## config.mk

```make
export PLATFORM = sky130hd
export DESIGN_NAME = circle_point_generator_unit_flat
export DESIGN_NICKNAME = d
export VERILOG_FILES = /design/src/hw/rtl/circ_pkg.sv /design/src/hw/rtl/circ_ifs.sv /design/src/hw/rtl/circ_step.sv /design/src/hw/rtl/circ_emit.sv /design/src/hw/rtl/circle_point_generator_unit.sv /design/src/flat_wrapper.sv
export SDC_FILE = /design/constraint.sdc
export NUM_CORES = 1
export LEC_CHECK = 0
export BUFFER_PORTS_ARGS = -buffer_cell sky130_fd_sc_hd__buf_2
export CAP_MARGIN = 0
export CELL_PAD_IN_SITES_DETAIL_PLACEMENT = 0
export CELL_PAD_IN_SITES_GLOBAL_PLACEMENT = 1
export CORE_ASPECT_RATIO = 0.5
export CORE_MARGIN = 3
export CORE_UTILIZATION = 49
export DETAILED_ROUTE_END_ITERATION = 8
export PLACE_DENSITY_LB_ADDON = 0.1
export SYNTH_ARGS = -nofsm -noshare
export SYNTH_HDL_FRONTEND = slang
export SYNTH_HIERARCHICAL = 1
export SYNTH_SLANG_ARGS = --single-unit
export TNS_END_PERCENT = 20
```

## constraint.sdc

```tcl
create_clock -name clk -period 12.6 [get_ports clk]
set_input_delay 0.63 -clock clk [delete_from_list [all_inputs] [get_ports clk]]
set_output_delay 0.63 -clock clk [all_outputs]
set_load 0.005 [all_outputs]
```

## src/hw/rtl/circ_pkg.sv

```systemverilog
// Shared types and constants of the circle point generator.
package circ_pkg;

  localparam int unsigned COORD_W = 16;
  localparam int unsigned CIN_W   = 15;
  localparam int unsigned RAD_W   = 14;
  localparam int unsigned ERR_W   = 20;
  localparam int unsigned INC_W   = 18;
  localparam int unsigned SUM_W   = 22;
  localparam int unsigned NPTS    = 4;
  localparam int unsigned CNT_W   = $clog2(NPTS + 1);
  localparam int unsigned IDX_W   = $clog2(NPTS);

  typedef enum logic {
    OP_START = 1'b0,
    OP_STEP  = 1'b1
  } op_t;

  typedef struct packed {
    logic signed [COORD_W-1:0] x;
    logic signed [COORD_W-1:0] y;
    logic                      done;
  } point_t;

  typedef point_t [NPTS-1:0] point_vec_t;

  typedef struct packed {
    logic signed [COORD_W-1:0] left_x;
    logic signed [COORD_W-1:0] right_x;
    logic signed [COORD_W-1:0] top_y;
    logic signed [COORD_W-1:0] bottom_y;
    logic signed [ERR_W-1:0]   error_term;
    logic signed [INC_W-1:0]   x_increment;
    logic signed [INC_W-1:0]   y_increment;
    logic                      active;
  } circ_state_t;

  localparam circ_state_t STATE_RESET = '{
    left_x:      '0,
    right_x:     '0,
    top_y:       '0,
    bottom_y:    '0,
    error_term:  '0,
    x_increment: INC_W'(1),
    y_increment: INC_W'(1),
    active:      1'b0
  };

endpackage

```

## src/hw/rtl/circ_ifs.sv

```systemverilog
// Valid/ready channel interfaces for the input items and the emitted points.
interface circ_in_if;
  logic                                   valid;
  logic                                   ready;
  logic                                   op;
  logic signed [circ_pkg::CIN_W-1:0]      center_x;
  logic signed [circ_pkg::CIN_W-1:0]      center_y;
  logic        [circ_pkg::RAD_W-1:0]      radius;
  logic                                   xor_mode;

  modport source (output valid, op, center_x, center_y, radius, xor_mode, input ready);
  modport sink   (input valid, op, center_x, center_y, radius, xor_mode, output ready);
endinterface

interface circ_out_if;
  logic                                   valid;
  logic                                   ready;
  logic signed [circ_pkg::COORD_W-1:0]    pixel_x;
  logic signed [circ_pkg::COORD_W-1:0]    pixel_y;
  logic                                   last;
  logic                                   done_res;

  modport source (output valid, pixel_x, pixel_y, last, done_res, input ready);
  modport sink   (input valid, pixel_x, pixel_y, last, done_res, output ready);
endinterface

```

## src/hw/rtl/circ_step.sv

```systemverilog
// Next-state and point-set logic for one start or step item.
module circ_step (
  input  circ_pkg::circ_state_t                cur,
  input  logic                                 op,
  input  logic signed [circ_pkg::CIN_W-1:0]    center_x,
  input  logic signed [circ_pkg::CIN_W-1:0]    center_y,
  input  logic        [circ_pkg::RAD_W-1:0]    radius,
  input  logic                                 xor_mode,
  output circ_pkg::circ_state_t                nxt,
  output circ_pkg::point_vec_t                 pts,
  output logic        [circ_pkg::CNT_W-1:0]    cnt
);

  logic signed [circ_pkg::COORD_W-1:0] cx16;
  logic signed [circ_pkg::COORD_W-1:0] cy16;
  logic signed [circ_pkg::COORD_W-1:0] r16;
  logic signed [circ_pkg::COORD_W-1:0] start_top;
  logic signed [circ_pkg::COORD_W-1:0] start_bot;
  logic signed [circ_pkg::SUM_W-1:0]   err_ext;
  logic signed [circ_pkg::SUM_W-1:0]   xinc_ext;
  logic signed [circ_pkg::SUM_W-1:0]   yinc_ext;
  logic signed [circ_pkg::SUM_W-1:0]   exy;
  logic signed [circ_pkg::SUM_W-1:0]   neg_exy;
  logic signed [circ_pkg::SUM_W-1:0]   ex;
  logic signed [circ_pkg::SUM_W-1:0]   neg_e1;
  logic signed [circ_pkg::ERR_W-1:0]   e1;
  logic signed [circ_pkg::ERR_W-1:0]   e2;
  logic                                move_y;
  logic                                move_x;
  logic                                span_open;

  assign cx16      = {center_x[circ_pkg::CIN_W-1], center_x};
  assign cy16      = {center_y[circ_pkg::CIN_W-1], center_y};
  assign r16       = {2'b00, radius};
  assign start_top = cy16 - r16;
  assign start_bot = cy16 + r16;

  assign err_ext  = {{(circ_pkg::SUM_W - circ_pkg::ERR_W){cur.error_term[circ_pkg::ERR_W-1]}},
                     cur.error_term};
  assign xinc_ext = {{(circ_pkg::SUM_W - circ_pkg::INC_W){cur.x_increment[circ_pkg::INC_W-1]}},
                     cur.x_increment};
  assign yinc_ext = {{(circ_pkg::SUM_W - circ_pkg::INC_W){cur.y_increment[circ_pkg::INC_W-1]}},
                     cur.y_increment};

  // The x test compares against the error after a possible y move, but uses
  // the combined sum taken before either move.
  assign exy     = err_ext + xinc_ext + yinc_ext;
  assign neg_exy = -exy;
  assign ex      = err_ext + xinc_ext;
  assign move_y  = neg_exy <= ex;
  assign e1      = move_y ? circ_pkg::ERR_W'(err_ext + yinc_ext) : cur.error_term;
  assign neg_e1  = -{{(circ_pkg::SUM_W - circ_pkg::ERR_W){e1[circ_pkg::ERR_W-1]}}, e1};
  assign move_x  = exy <= neg_e1;
  assign e2      = move_x ? circ_pkg::ERR_W'(e1 + circ_pkg::ERR_W'(xinc_ext)) : e1;

  assign span_open = cur.bottom_y > cur.top_y;

  always_comb begin
    nxt = cur;
    pts = '0;
    cnt = '0;
    if (op == circ_pkg::OP_START) begin
      nxt.left_x      = cx16;
      nxt.right_x     = cx16;
      nxt.top_y       = start_top;
      nxt.bottom_y    = start_bot;
      nxt.error_term  = '0;
      nxt.x_increment = circ_pkg::INC_W'(1);
      nxt.y_increment = circ_pkg::INC_W'(1) - {{(circ_pkg::INC_W - circ_pkg::RAD_W - 1){1'b0}},
                                               radius, 1'b0};
      nxt.active      = 1'b1;
      if (xor_mode) begin
        pts[0] = '{x: cx16, y: start_top, done: 1'b0};
        pts[1] = '{x: cx16, y: start_bot, done: 1'b0};
        cnt    = circ_pkg::CNT_W'(2);
      end
    end else if (cur.active) begin
      if (span_open) begin
        pts[0] = '{x: cur.left_x,  y: cur.top_y,    done: 1'b0};
        pts[1] = '{x: cur.left_x,  y: cur.bottom_y, done: 1'b0};
        pts[2] = '{x: cur.right_x, y: cur.top_y,    done: 1'b0};
        pts[3] = '{x: cur.right_x, y: cur.bottom_y, done: 1'b0};
        cnt    = circ_pkg::CNT_W'(4);
        if (move_y) begin
          nxt.bottom_y    = cur.bottom_y - circ_pkg::COORD_W'(1);
          nxt.top_y       = cur.top_y + circ_pkg::COORD_W'(1);
          nxt.y_increment = cur.y_increment + circ_pkg::INC_W'(2);
        end
        if (move_x) begin
          nxt.right_x     = cur.right_x + circ_pkg::COORD_W'(1);
          nxt.left_x      = cur.left_x - circ_pkg::COORD_W'(1);
          nxt.x_increment = cur.x_increment + circ_pkg::INC_W'(2);
        end
        nxt.error_term = e2;
      end else begin
        pts[0]     = '{x: cur.left_x,  y: cur.top_y, done: 1'b1};
        pts[1]     = '{x: cur.right_x, y: cur.top_y, done: 1'b1};
        cnt        = circ_pkg::CNT_W'(2);
        nxt.active = 1'b0;
      end
    end
  end

endmodule

```

## src/hw/rtl/circ_emit.sv

```systemverilog
// Point buffer that holds the points of one item and sends them one per cycle while the result side is ready.
module circ_emit (
  input  logic                         clk,
  input  logic                         rst_n,
  input  logic                         load,
  input  circ_pkg::point_vec_t         pts,
  input  logic [circ_pkg::CNT_W-1:0]   cnt,
  output logic                         can_load,
  circ_out_if.source                   out_chan
);

  circ_pkg::point_t                buf_r [circ_pkg::NPTS];
  logic [circ_pkg::CNT_W-1:0]      rem_r;
  logic [circ_pkg::CNT_W-1:0]      rem_nxt;
  logic [circ_pkg::IDX_W-1:0]      idx_r;
  logic [circ_pkg::IDX_W-1:0]      idx_nxt;
  logic                            out_xfer;

  assign out_xfer = out_chan.valid && out_chan.ready;
  // A new set may replace the buffer in the cycle its last point transfers.
  assign can_load = (rem_r == '0) || (rem_r == circ_pkg::CNT_W'(1) && out_chan.ready);

  always_comb begin
    rem_nxt = rem_r;
    idx_nxt = idx_r;
    if (load) begin
      rem_nxt = cnt;
      idx_nxt = '0;
    end else if (out_xfer) begin
      rem_nxt = rem_r - circ_pkg::CNT_W'(1);
      idx_nxt = idx_r + circ_pkg::IDX_W'(1);
    end
  end

  always_ff @(posedge clk) begin
    if (!rst_n) begin
      rem_r <= '0;
      idx_r <= '0;
    end else begin
      rem_r <= rem_nxt;
      idx_r <= idx_nxt;
    end
  end

  always_ff @(posedge clk) begin
    if (load) begin
      for (int i = 0; i < circ_pkg::NPTS; i++) begin
        buf_r[i] <= pts[i];
      end
    end
  end

  assign out_chan.valid    = rem_r != '0;
  assign out_chan.pixel_x  = buf_r[idx_r].x;
  assign out_chan.pixel_y  = buf_r[idx_r].y;
  assign out_chan.done_res = buf_r[idx_r].done;
  assign out_chan.last     = rem_r == circ_pkg::CNT_W'(1);

endmodule

```

## src/hw/rtl/circle_point_generator_unit.sv

```systemverilog
// Top level of the circle point generator.
// Traces a circle as a chain of boundary points. A start item (op 0) loads the centre and
// radius and, in XOR mode, sends the top and bottom points; each step item (op 1) sends the
// four symmetric points of the current span and moves the span inward, and once the span has
// closed one more step sends the two closing points with done_res set. The state update for an
// item happens in the cycle it is accepted; its points then leave the point buffer one per
// cycle while the result side is ready. The next item is accepted in the cycle the previous
// item's last point transfers, or at once when no points are pending.
module circle_point_generator_unit (
  input  logic          clk,
  input  logic          rst_n,
  circ_in_if.sink       in_chan,
  circ_out_if.source    out_chan
);

  circ_pkg::circ_state_t                st_r;
  circ_pkg::circ_state_t                st_nxt;
  circ_pkg::point_vec_t                 pts;
  logic [circ_pkg::CNT_W-1:0]           cnt;
  logic                                 can_load;
  logic                                 load;
  logic signed [circ_pkg::COORD_W:0]    span;

  assign in_chan.ready = can_load;
  assign load          = in_chan.valid && in_chan.ready;

  circ_step u_step (
    .cur      (st_r),
    .op       (in_chan.op),
    .center_x (in_chan.center_x),
    .center_y (in_chan.center_y),
    .radius   (in_chan.radius),
    .xor_mode (in_chan.xor_mode),
    .nxt      (st_nxt),
    .pts      (pts),
    .cnt      (cnt)
  );

  circ_emit u_emit (
    .clk      (clk),
    .rst_n    (rst_n),
    .load     (load),
    .pts      (pts),
    .cnt      (cnt),
    .can_load (can_load),
    .out_chan (out_chan)
  );

  always_ff @(posedge clk) begin
    if (!rst_n) begin
      st_r <= circ_pkg::STATE_RESET;
    end else if (load) begin
      st_r <= st_nxt;
    end
  end

  assign span = {st_r.bottom_y[circ_pkg::COORD_W-1], st_r.bottom_y}
              - {st_r.top_y[circ_pkg::COORD_W-1], st_r.top_y};

  // A step on a closed span ends the circle.
  a_close_ends: assert property (@(posedge clk) disable iff (!rst_n)
    load && in_chan.op == circ_pkg::OP_STEP && st_r.active && !(st_r.bottom_y > st_r.top_y)
    |=> !st_r.active)
    else $error("closing step left the circle active");

  // Both increments start odd and move by two.
  a_inc_odd: assert property (@(posedge clk) disable iff (!rst_n)
    st_r.x_increment[0] && st_r.y_increment[0])
    else $error("increment lost its odd parity");

  // The span shrinks by two at most, so it never overshoots by more than one.
  a_span_floor: assert property (@(posedge clk) disable iff (!rst_n)
    st_r.active |-> span >= -(circ_pkg::COORD_W + 1)'(1))
    else $error("vertical span overshot while active");

  // No item is taken while more than one point of the previous item is pending.
  a_no_overrun: assert property (@(posedge clk) disable iff (!rst_n)
    load && out_chan.valid |-> out_chan.last && out_chan.ready)
    else $error("item accepted over pending points");

endmodule

```

## src/flat_wrapper.sv

```systemverilog
// flat-port wrapper written by rule: the top's interface ports become plain ports
module circle_point_generator_unit_flat 
  (clk, rst_n, in_chan_valid, in_chan_op, in_chan_center_x, in_chan_center_y, in_chan_radius, in_chan_xor_mode, in_chan_ready, out_chan_valid, out_chan_pixel_x, out_chan_pixel_y, out_chan_last, out_chan_done_res, out_chan_ready);
  circ_in_if in_chan_i ();
  circ_out_if out_chan_i ();
  input  logic clk;
  input  logic rst_n;
  input wire logic [$bits(in_chan_i.valid)-1:0] in_chan_valid;
  input wire logic [$bits(in_chan_i.op)-1:0] in_chan_op;
  input wire logic [$bits(in_chan_i.center_x)-1:0] in_chan_center_x;
  input wire logic [$bits(in_chan_i.center_y)-1:0] in_chan_center_y;
  input wire logic [$bits(in_chan_i.radius)-1:0] in_chan_radius;
  input wire logic [$bits(in_chan_i.xor_mode)-1:0] in_chan_xor_mode;
  output wire logic [$bits(in_chan_i.ready)-1:0] in_chan_ready;
  output wire logic [$bits(out_chan_i.valid)-1:0] out_chan_valid;
  output wire logic [$bits(out_chan_i.pixel_x)-1:0] out_chan_pixel_x;
  output wire logic [$bits(out_chan_i.pixel_y)-1:0] out_chan_pixel_y;
  output wire logic [$bits(out_chan_i.last)-1:0] out_chan_last;
  output wire logic [$bits(out_chan_i.done_res)-1:0] out_chan_done_res;
  input wire logic [$bits(out_chan_i.ready)-1:0] out_chan_ready;
  assign in_chan_i.valid = in_chan_valid;
  assign in_chan_i.op = in_chan_op;
  assign in_chan_i.center_x = in_chan_center_x;
  assign in_chan_i.center_y = in_chan_center_y;
  assign in_chan_i.radius = in_chan_radius;
  assign in_chan_i.xor_mode = in_chan_xor_mode;
  assign in_chan_ready = in_chan_i.ready;
  assign out_chan_valid = out_chan_i.valid;
  assign out_chan_pixel_x = out_chan_i.pixel_x;
  assign out_chan_pixel_y = out_chan_i.pixel_y;
  assign out_chan_last = out_chan_i.last;
  assign out_chan_done_res = out_chan_i.done_res;
  assign out_chan_i.ready = out_chan_ready;
  circle_point_generator_unit u_core (.clk(clk), .rst_n(rst_n), .in_chan(in_chan_i), .out_chan(out_chan_i));
endmodule
```

==> results.ini, run 1 <==
[cts]
cts_hold_buf = 0
cts_setup_buffers = 0
cts_resized = 0
clk_path_buf_depth = 3
h-tree-depth = 1
clk_pin_slew_ns = 0.07
clk_latency_ns = 0.57
cts_sinks = 260
cts_tree = yes
root_buffer = clkbuf_16
cts-buffers-inserted = 26

[logic_synthesis]
synthAdderAreaFrac = 0.107
synth_edf_count = 132
avgSynthCellArea_um2 = 8.51
synth_flop_cell = edfxtp_1
synth_top_family_by_area = simple AND/OR/NAND/NOR gates
ys_async_sr_fraction = 0
synth_top_cell_area_share = 0.179
ys_seq_area_frac = 0.295
synth_xor_area_frac = 0.0847
synth_warnings = 6
yosys.area.top_type = edfxtp_1
syn_area_mm2 = 0.0221
synthMuxAreaShare = 0.0611
synth_cells = 2600
synth_compound_area_frac = 0.170
synthSimpleGateAreaFrac = 0.222
synth.area.top_cells = edfxtp_1 (18%), dfxtp_1 (12%), ha_1 (10%)
synth_seq_cells = 260
ys_types = 95

[pwr]
leakage_nw = 9.49
power_density_mw_per_mm2 = 206
switching_share = 0.470
pwr-share-comb = 0.560
power_frac_seq = 0.277
p_int_w = 0.00257
total_power_w = 0.00484
p_sw_w = 0.00228
p_clk_frac = 0.162
irDropWorstVdd_uv = 168

[routing]
drt-total-wl_um = 63000
avgViaCountPerCell = 6.00
drc = 0
vias = 19074
first_pass_iters = 5
antenna_left = 0
post_drt_wl_per_cell_um = 19.8
drt_iter0_markers = 1542

[global_routing]
grt_max_degree = 93
antenna_found_initial = 4
overflow = 0
grt_pass1_wl_um = 100000
grt_pass1_vias = 17620
grt_util_all_layers = 0.258

[placed_design]
place_hpwl_um = 44900
dp.cells = 3127
gp_congestion = 0.901
io_buffers = 85

[timing]
worst_pin_slew_ns = 1.12
fmax_ghz = 0.0884
min_period_ns = 11.31
period_share = 0.898
maxSlewViolCount = 0
hold_violations = 0
finalSetupViolCount = 0
tns_ns = 0
maxSlewHeadroom = 0.253
clock_skew_ns = 0.0353
rsz0062_at_grt = no

[floorplanning]
io-pin-count = 86
initial_core_util = 0.502
die_area_mm2 = 0.0479
dieHeight_um = 156
fp-row-count = 54
fp.dieW_um = 307
core_area_mm2 = 0.0441

[critical_path]
path_max_fanout = 27
worstSetupPathType = reg2reg
crit_required_ns = 12.99
slowest_delay_ns = 0.56
cpMostUsedCell = nand4_1
arrival_ns = 11.70
startpoint_type = flop
end_kind = flop
cpMaxStageDelayCell = dfxtp_1

[layout]
post-route-util = 0.533
drive_gt1_frac = 0.115
stdcell_count = 3178
final_nets = 2802
area_growth_pct = 6.07

[run_status]
outcome = completed

[run]
max_cap_viol_count = 0

[hold_path]
hp-class = in2reg

-- logic make-up (layout without fill, tap and decap cells) --
| group | Yosys count | count (layout) |
|---|---|---|
| DFF | 260 | 260 |
| other | 1 | 6 |
| buffers and inverters | 287 | 272 |
| muxes | 93 | 93 |
| adders and majority gates | 185 | 185 |
| AOI/OAI and AO/OA | 582 | 582 |
| xor gates and xnor gates | 214 | 214 |
| and+or+nand+nor | 978 | 978 |
-- layout make-up --
type	instances	area, um^2
diodes	3	7.51
clock buffers	32	673
clock inverters	16	154
fillers	4142	20600
inverters	118	443
multi-input cells	2055	14300
flip-flops and latches	260	6530
well taps	588	736
repair buffers	106	607
-- critical path: cells and delay by family, from the launching register on --
kind / cells / cell delay [ns]
compound gates: 12 / 2.55
mux: 1 / 0.26
buf+inv: 4 / 0.76
simple gates: 21 / 4.86
fa+ha+maj: 5 / 1.73
flops: 1 / 0.56
xor+xnor: 3 / 0.39
-- path summary, 6_finish.rpt --
path                                       start                              endpoint  slack, ns  cells past startpoint
max                 u_core/st_r[20]$_SDFFE_PN0P_         u_core/st_r[120]$_SDFFE_PN0P_       1.29                     46
min                         in_chan_center_x[10]  u_core/u_emit/buf_r[0][27]$_DFFE_PP_       0.38                      3
max reg2reg         u_core/st_r[20]$_SDFFE_PN0P_         u_core/st_r[120]$_SDFFE_PN0P_       1.29                     46
min reg2reg  u_core/u_emit/idx_r[1]$_SDFFE_PP0P_                                  flop       0.48                      2
-- power by group through the flow --
stage	Combinational [W]	Clock (W)	Sequential (W)
after floorplan	0.00199	0	0.00128
after global placement	0.00266	0	0.00135
after detailed placement	0.00267	0	0.00136
after CTS	0.00269	0.000801	0.00135
after global routing	0.00297	0.000836	0.00137
final	0.00271	0.000785	0.00134
-- synth_stat cells, types with 25 or more instances --
master,instances
clkbuf_1,71
o21ai_2,67
mux2i_1,56
nor4_1,25
xor2_1,64
ha_1,179
or3_1,26
a21o_1,31
a21oi_1,151
mux4_2,33
and3_1,54
buf_2,53
o21ai_0,165
xnor2_1,150
nor3_1,71
inv_1,116
nand3_1,34
nand4_1,155
edfxtp_1,132
dfxtp_1,128
nand2_1,330
nor2_1,156
-- flip-flops by register name, indices dropped and copies added, names as in the netlist, named ones only --
register             count
u_core/u_emit/buf_r    132
u_core/st_r            121
u_core/u_emit/rem_r      3
u_core/u_emit/idx_r      2
-- per-stage QoR --
step                      setup slack [ns]  cell area (um^2)  hold slack (ns)
final                                 1.29             23500            0.385
after global routing                 0.427             23500            0.382
after CTS                             1.48             23500            0.359
after detailed placement              1.56             22600            0.477
after global placement                1.85             22600            0.464
after floorplan                       2.80             22100            0.438
-- cells in the final DEF, fill, tap and decap left out, types with 26 or more instances in the layout --
cell type / netlist / layout
clkbuf_16: 0 / 26
xor2_1: 64 / 64
a21oi_1: 151 / 150
nor2_1: 156 / 156
o21ai_2: 67 / 67
inv_1: 116 / 116
mux2i_1: 56 / 56
edfxtp_1: 132 / 132
and3_1: 54 / 54
a21o_1: 31 / 31
mux4_2: 33 / 33
nand3_1: 34 / 34
nand4_1: 155 / 155
ha_1: 179 / 179
buf_2: 53 / 82
nand2_1: 330 / 329
xnor2_1: 150 / 150
o21ai_0: 165 / 165
or3_1: 26 / 26
nor3_1: 71 / 71
dfxtp_1: 128 / 126
-- routing by layer --
layer,global-route usage,up-vias,routed length (um)
li1,-,9407,-
met1,0.396,9137,32000
met2,0.393,467,26700
met3,0.0292,63,3210
met4,0.0515,0,1120
met5,0,-,0
(Power assumes the default switching activity.)
==> inputs of run 2 (changes only) <==
--- a/config.mk
+++ b/config.mk
@@ -5,14 +5,16 @@
 export SDC_FILE = /design/constraint.sdc
 export NUM_CORES = 1
 export LEC_CHECK = 0
+export ABC_AREA = 1
 export BUFFER_PORTS_ARGS = -buffer_cell sky130_fd_sc_hd__buf_2
 export CAP_MARGIN = 0
 export CELL_PAD_IN_SITES_DETAIL_PLACEMENT = 0
 export CELL_PAD_IN_SITES_GLOBAL_PLACEMENT = 1
 export CORE_ASPECT_RATIO = 0.5
 export CORE_MARGIN = 3
-export CORE_UTILIZATION = 49
+export CORE_UTILIZATION = 46
 export DETAILED_ROUTE_END_ITERATION = 8
+export GPL_ROUTABILITY_DRIVEN = 1
 export PLACE_DENSITY_LB_ADDON = 0.1
 export SYNTH_ARGS = -nofsm -noshare
 export SYNTH_HDL_FRONTEND = slang
==> run 2 against run 1 <==
  * Critical path depth rose by 6
  * Non-clock buffer count up 7
  * Hold slack improved by 0.0038 ns
  * Final cell count rose by 43%
  * Sequential cell count did not move
  * Clock skew decreased by 0.018 ns
  * Core utilization is 3.5 points lower
  * First-iteration DRC count rose by 60%
  * Die area rose by 17%
  * Setup slack worse by 0.030 ns
  * Area after synthesis increased by 11%
  * Critical path type unchanged
  * Critical endpoint is now u_core/st_r[30]$_SDFFE_PN0P_
==> results.ini, run 2 <==
[layout]
area_growth_pct = 6.23  ; was 6.07%
layout_commonest_cell = nand2_1  ; unchanged
reg_top3 = u_core/u_emit/buf_r: 132 flops, u_core/st_r: 121 flops, u_core/u_emit/rem_r: 3 flops  ; unchanged
area.sequential_mm2 = 0.00653  ; unchanged
multiInputGateArea_mm2 = 0.0153  ; was 0.0143 mm^2
most-common-layout-cells = nand2_1 (1021), nor2_1 (570), inv_1 (466), o21ai_0 (251), nand3_1 (197)  ; was nand2_1 (329), ha_1 (179), o21ai_0 (165), nor2_1 (156), nand4_1 (155)
n_fill_cell = 5519  ; was 4142
stdcell_count = 4535  ; was 3178
post-route-cell-area_mm2 = 0.0260  ; was 0.0235 mm^2
largest_register = u_core/u_emit/buf_r  ; unchanged
final_nets = 4047  ; was 2802
drive_gt1_frac = 0.0590  ; was 0.115
largest_reg_flops = 132  ; unchanged

[routing]
vias = 24907  ; was 19074
antenna_left = 0  ; unchanged
avgViaCountPerCell = 5.49  ; was 6.00
drt_iter0_markers = 2465  ; was 1542
post_drt_wl_per_cell_um = 18.9  ; was 19.8 um
first_pass_iters = 6  ; was 5
drc = 0  ; unchanged
drt-total-wl_um = 85800  ; was 63000 um

[logic_synthesis]
synth_cells = 3831  ; was 2600
ys_types = 56  ; was 95
avgSynthCellArea_um2 = 6.39  ; was 8.51 um^2
synth_edf_count = 132  ; unchanged
synth_seq_cells = 260  ; unchanged
synth_most_common_cell = nand2_1  ; unchanged
yosys.area.top_type = edfxtp_1  ; unchanged
syn_area_mm2 = 0.0245  ; was 0.0221 mm^2
ys_async_sr_fraction = 0  ; unchanged
ys_seq_area_frac = 0.267  ; was 0.295
synth_warnings = 6  ; unchanged
synth_commonest_cells = nand2_1 (1021), nor2_1 (571), inv_1 (469)  ; was nand2_1 (330), ha_1 (179), o21ai_0 (165)
synth_flop_cell = edfxtp_1  ; unchanged
synth.area.top_cells = edfxtp_1 (16%), nand2_1 (16%), dfxtp_1 (10%)  ; was edfxtp_1 (18%), dfxtp_1 (12%), ha_1 (10%)
synth_top_cell_area_share = 0.162  ; was 0.179

[placed_design]
postPlaceCellArea_mm2 = 0.0251  ; was 0.0226 mm^2
io_buffers = 85  ; unchanged
place_hpwl_um = 64000  ; was 44900 um
dp.cells = 4484  ; was 3127
gp_congestion = 0.940  ; was 0.901

[global_routing]
overflow = 0  ; unchanged
grt_util_all_layers = 0.297  ; was 0.258
antenna_found_initial = 2  ; was 4
grt_pass1_wl_um = 132000  ; was 100000 um
grt_pass1_vias = 22342  ; was 17620
grt_max_degree = 89  ; was 93

[critical_path]
path_max_fanout = 58  ; was 27
cpMostUsedCell = nand2_1  ; was nand4_1
startpoint_type = flop  ; unchanged
crit_required_ns = 13.07  ; was 12.99 ns
slowest_delay_ns = 0.80  ; was 0.56 ns
end_kind = flop  ; unchanged
arrival_ns = 11.81  ; was 11.70 ns
cpMaxStageDelayCell = nor2_2  ; was dfxtp_1
worstSetupPathType = reg2reg  ; unchanged

[cts]
root_buffer = clkbuf_16  ; unchanged
clk_pin_slew_ns = 0.06  ; was 0.07 ns
cts_setup_buffers = 0  ; unchanged
cts_hold_buf = 0  ; unchanged
cts_sinks = 260  ; unchanged
cts_tree = yes  ; unchanged
h-tree-depth = 1  ; unchanged
clk_latency_ns = 0.58  ; was 0.57 ns
cts-buffers-inserted = 27  ; was 26
clk_path_buf_depth = 3  ; unchanged
cts_resized = 0  ; unchanged

[timing]
min_period_ns = 11.34  ; was 11.31 ns
period_share = 0.900  ; was 0.898
rsz0062_at_grt = no  ; unchanged
maxSlewHeadroom = 0.345  ; was 0.253
hold_violations = 0  ; unchanged
maxSlewViolCount = 0  ; unchanged
finalSetupViolCount = 0  ; unchanged
worst_pin_slew_ns = 0.982  ; was 1.12 ns
tns_ns = 0  ; unchanged
fmax_ghz = 0.0882  ; was 0.0884 GHz
holdWs_ns = 0.389  ; was 0.385 ns
clock_skew_ns = 0.0176  ; was 0.0353 ns

[floorplanning]
initial_core_util = 0.468  ; was 0.502
die_area_mm2 = 0.0562  ; was 0.0479 mm^2
fp.dieW_um = 332  ; was 307 um
core_area_mm2 = 0.0523  ; was 0.0441 mm^2
fp-row-count = 59  ; was 54
dieHeight_um = 169  ; was 156 um
io-pin-count = 86  ; unchanged

[hold_path]
hp-class = in2reg  ; unchanged

[run]
max_cap_viol_count = 0  ; unchanged

[run_status]
outcome = completed  ; unchanged

## run 2: worst paths after layout
path                                          to                                 from  slack [ns]  depth (start not counted)
max                 u_core/st_r[30]$_SDFFE_PN0P_         u_core/st_r[21]$_SDFFE_PN0P_        1.26                         52
min                                         flop                       out_chan_ready        0.39                          3
max reg2reg         u_core/st_r[30]$_SDFFE_PN0P_         u_core/st_r[21]$_SDFFE_PN0P_        1.26                         52
min reg2reg  u_core/u_emit/rem_r[1]$_SDFFE_PN0P_  u_core/u_emit/rem_r[1]$_SDFFE_PN0P_        0.49                          2
## run 2: critical path: cells and delay by family, from the launching register on
family / cells / cell delay [ns]
flops: 1 / 0.47
simple gates: 29 / 5.28
fa+ha+maj: 4 / 1.32
compound gates: 12 / 2.12
buf+inv: 3 / 0.60
xor+xnor: 4 / 1.35
## run 2: logic make-up after synthesis
logic type | Yosys count | share of synthesized area
AND/OR/NAND/NOR | 1994 | 0.340
buffers and inverters | 640 | 0.109
AO/OA/AOI/OAI | 618 | 0.141
flip-flops | 260 | 0.267
adder cells (fa/ha/maj) | 185 | 0.0964
XOR/XNOR | 133 | 0.0476
other | 1 | 0.000153
## run 2: layout make-up
class,count,share of cell area
clock inverter,15,0.00558
inverter,477,0.0689
timing repair buffer,113,0.0246
sequential,260,0.251
multi-input combinational,2933,0.588
antenna,1,0.0000962
tap,701,0.0337
clock buffer,35,0.0275
## run 2: stage by stage
| step | utilization | setup slack, ns |
|---|---|---|
| 6_report | 0.498 | 1.26 |
| 5_1_grt | 0.498 | 0.0226 |
| 4_1_cts | 0.498 | 1.33 |
| 3_5_place_dp | 0.481 | 1.38 |
| 3_3_place_gp | 0.481 | 1.43 |
| 2_1_floorplan | - | 4.93 |
## run 2: per-layer routing
metal  vias up  track usage  wire (um)
met3       112       0.0488       6800
li1      12444            -          -
met5         -            0         13
met1     11529        0.442      41500
met4         2       0.0696       2100
met2       820        0.450      35300
Power of run 2 is left out: the tool's default activity adds up to more than one toggle a clock period on the data nets, which glitch-free logic cannot reach.
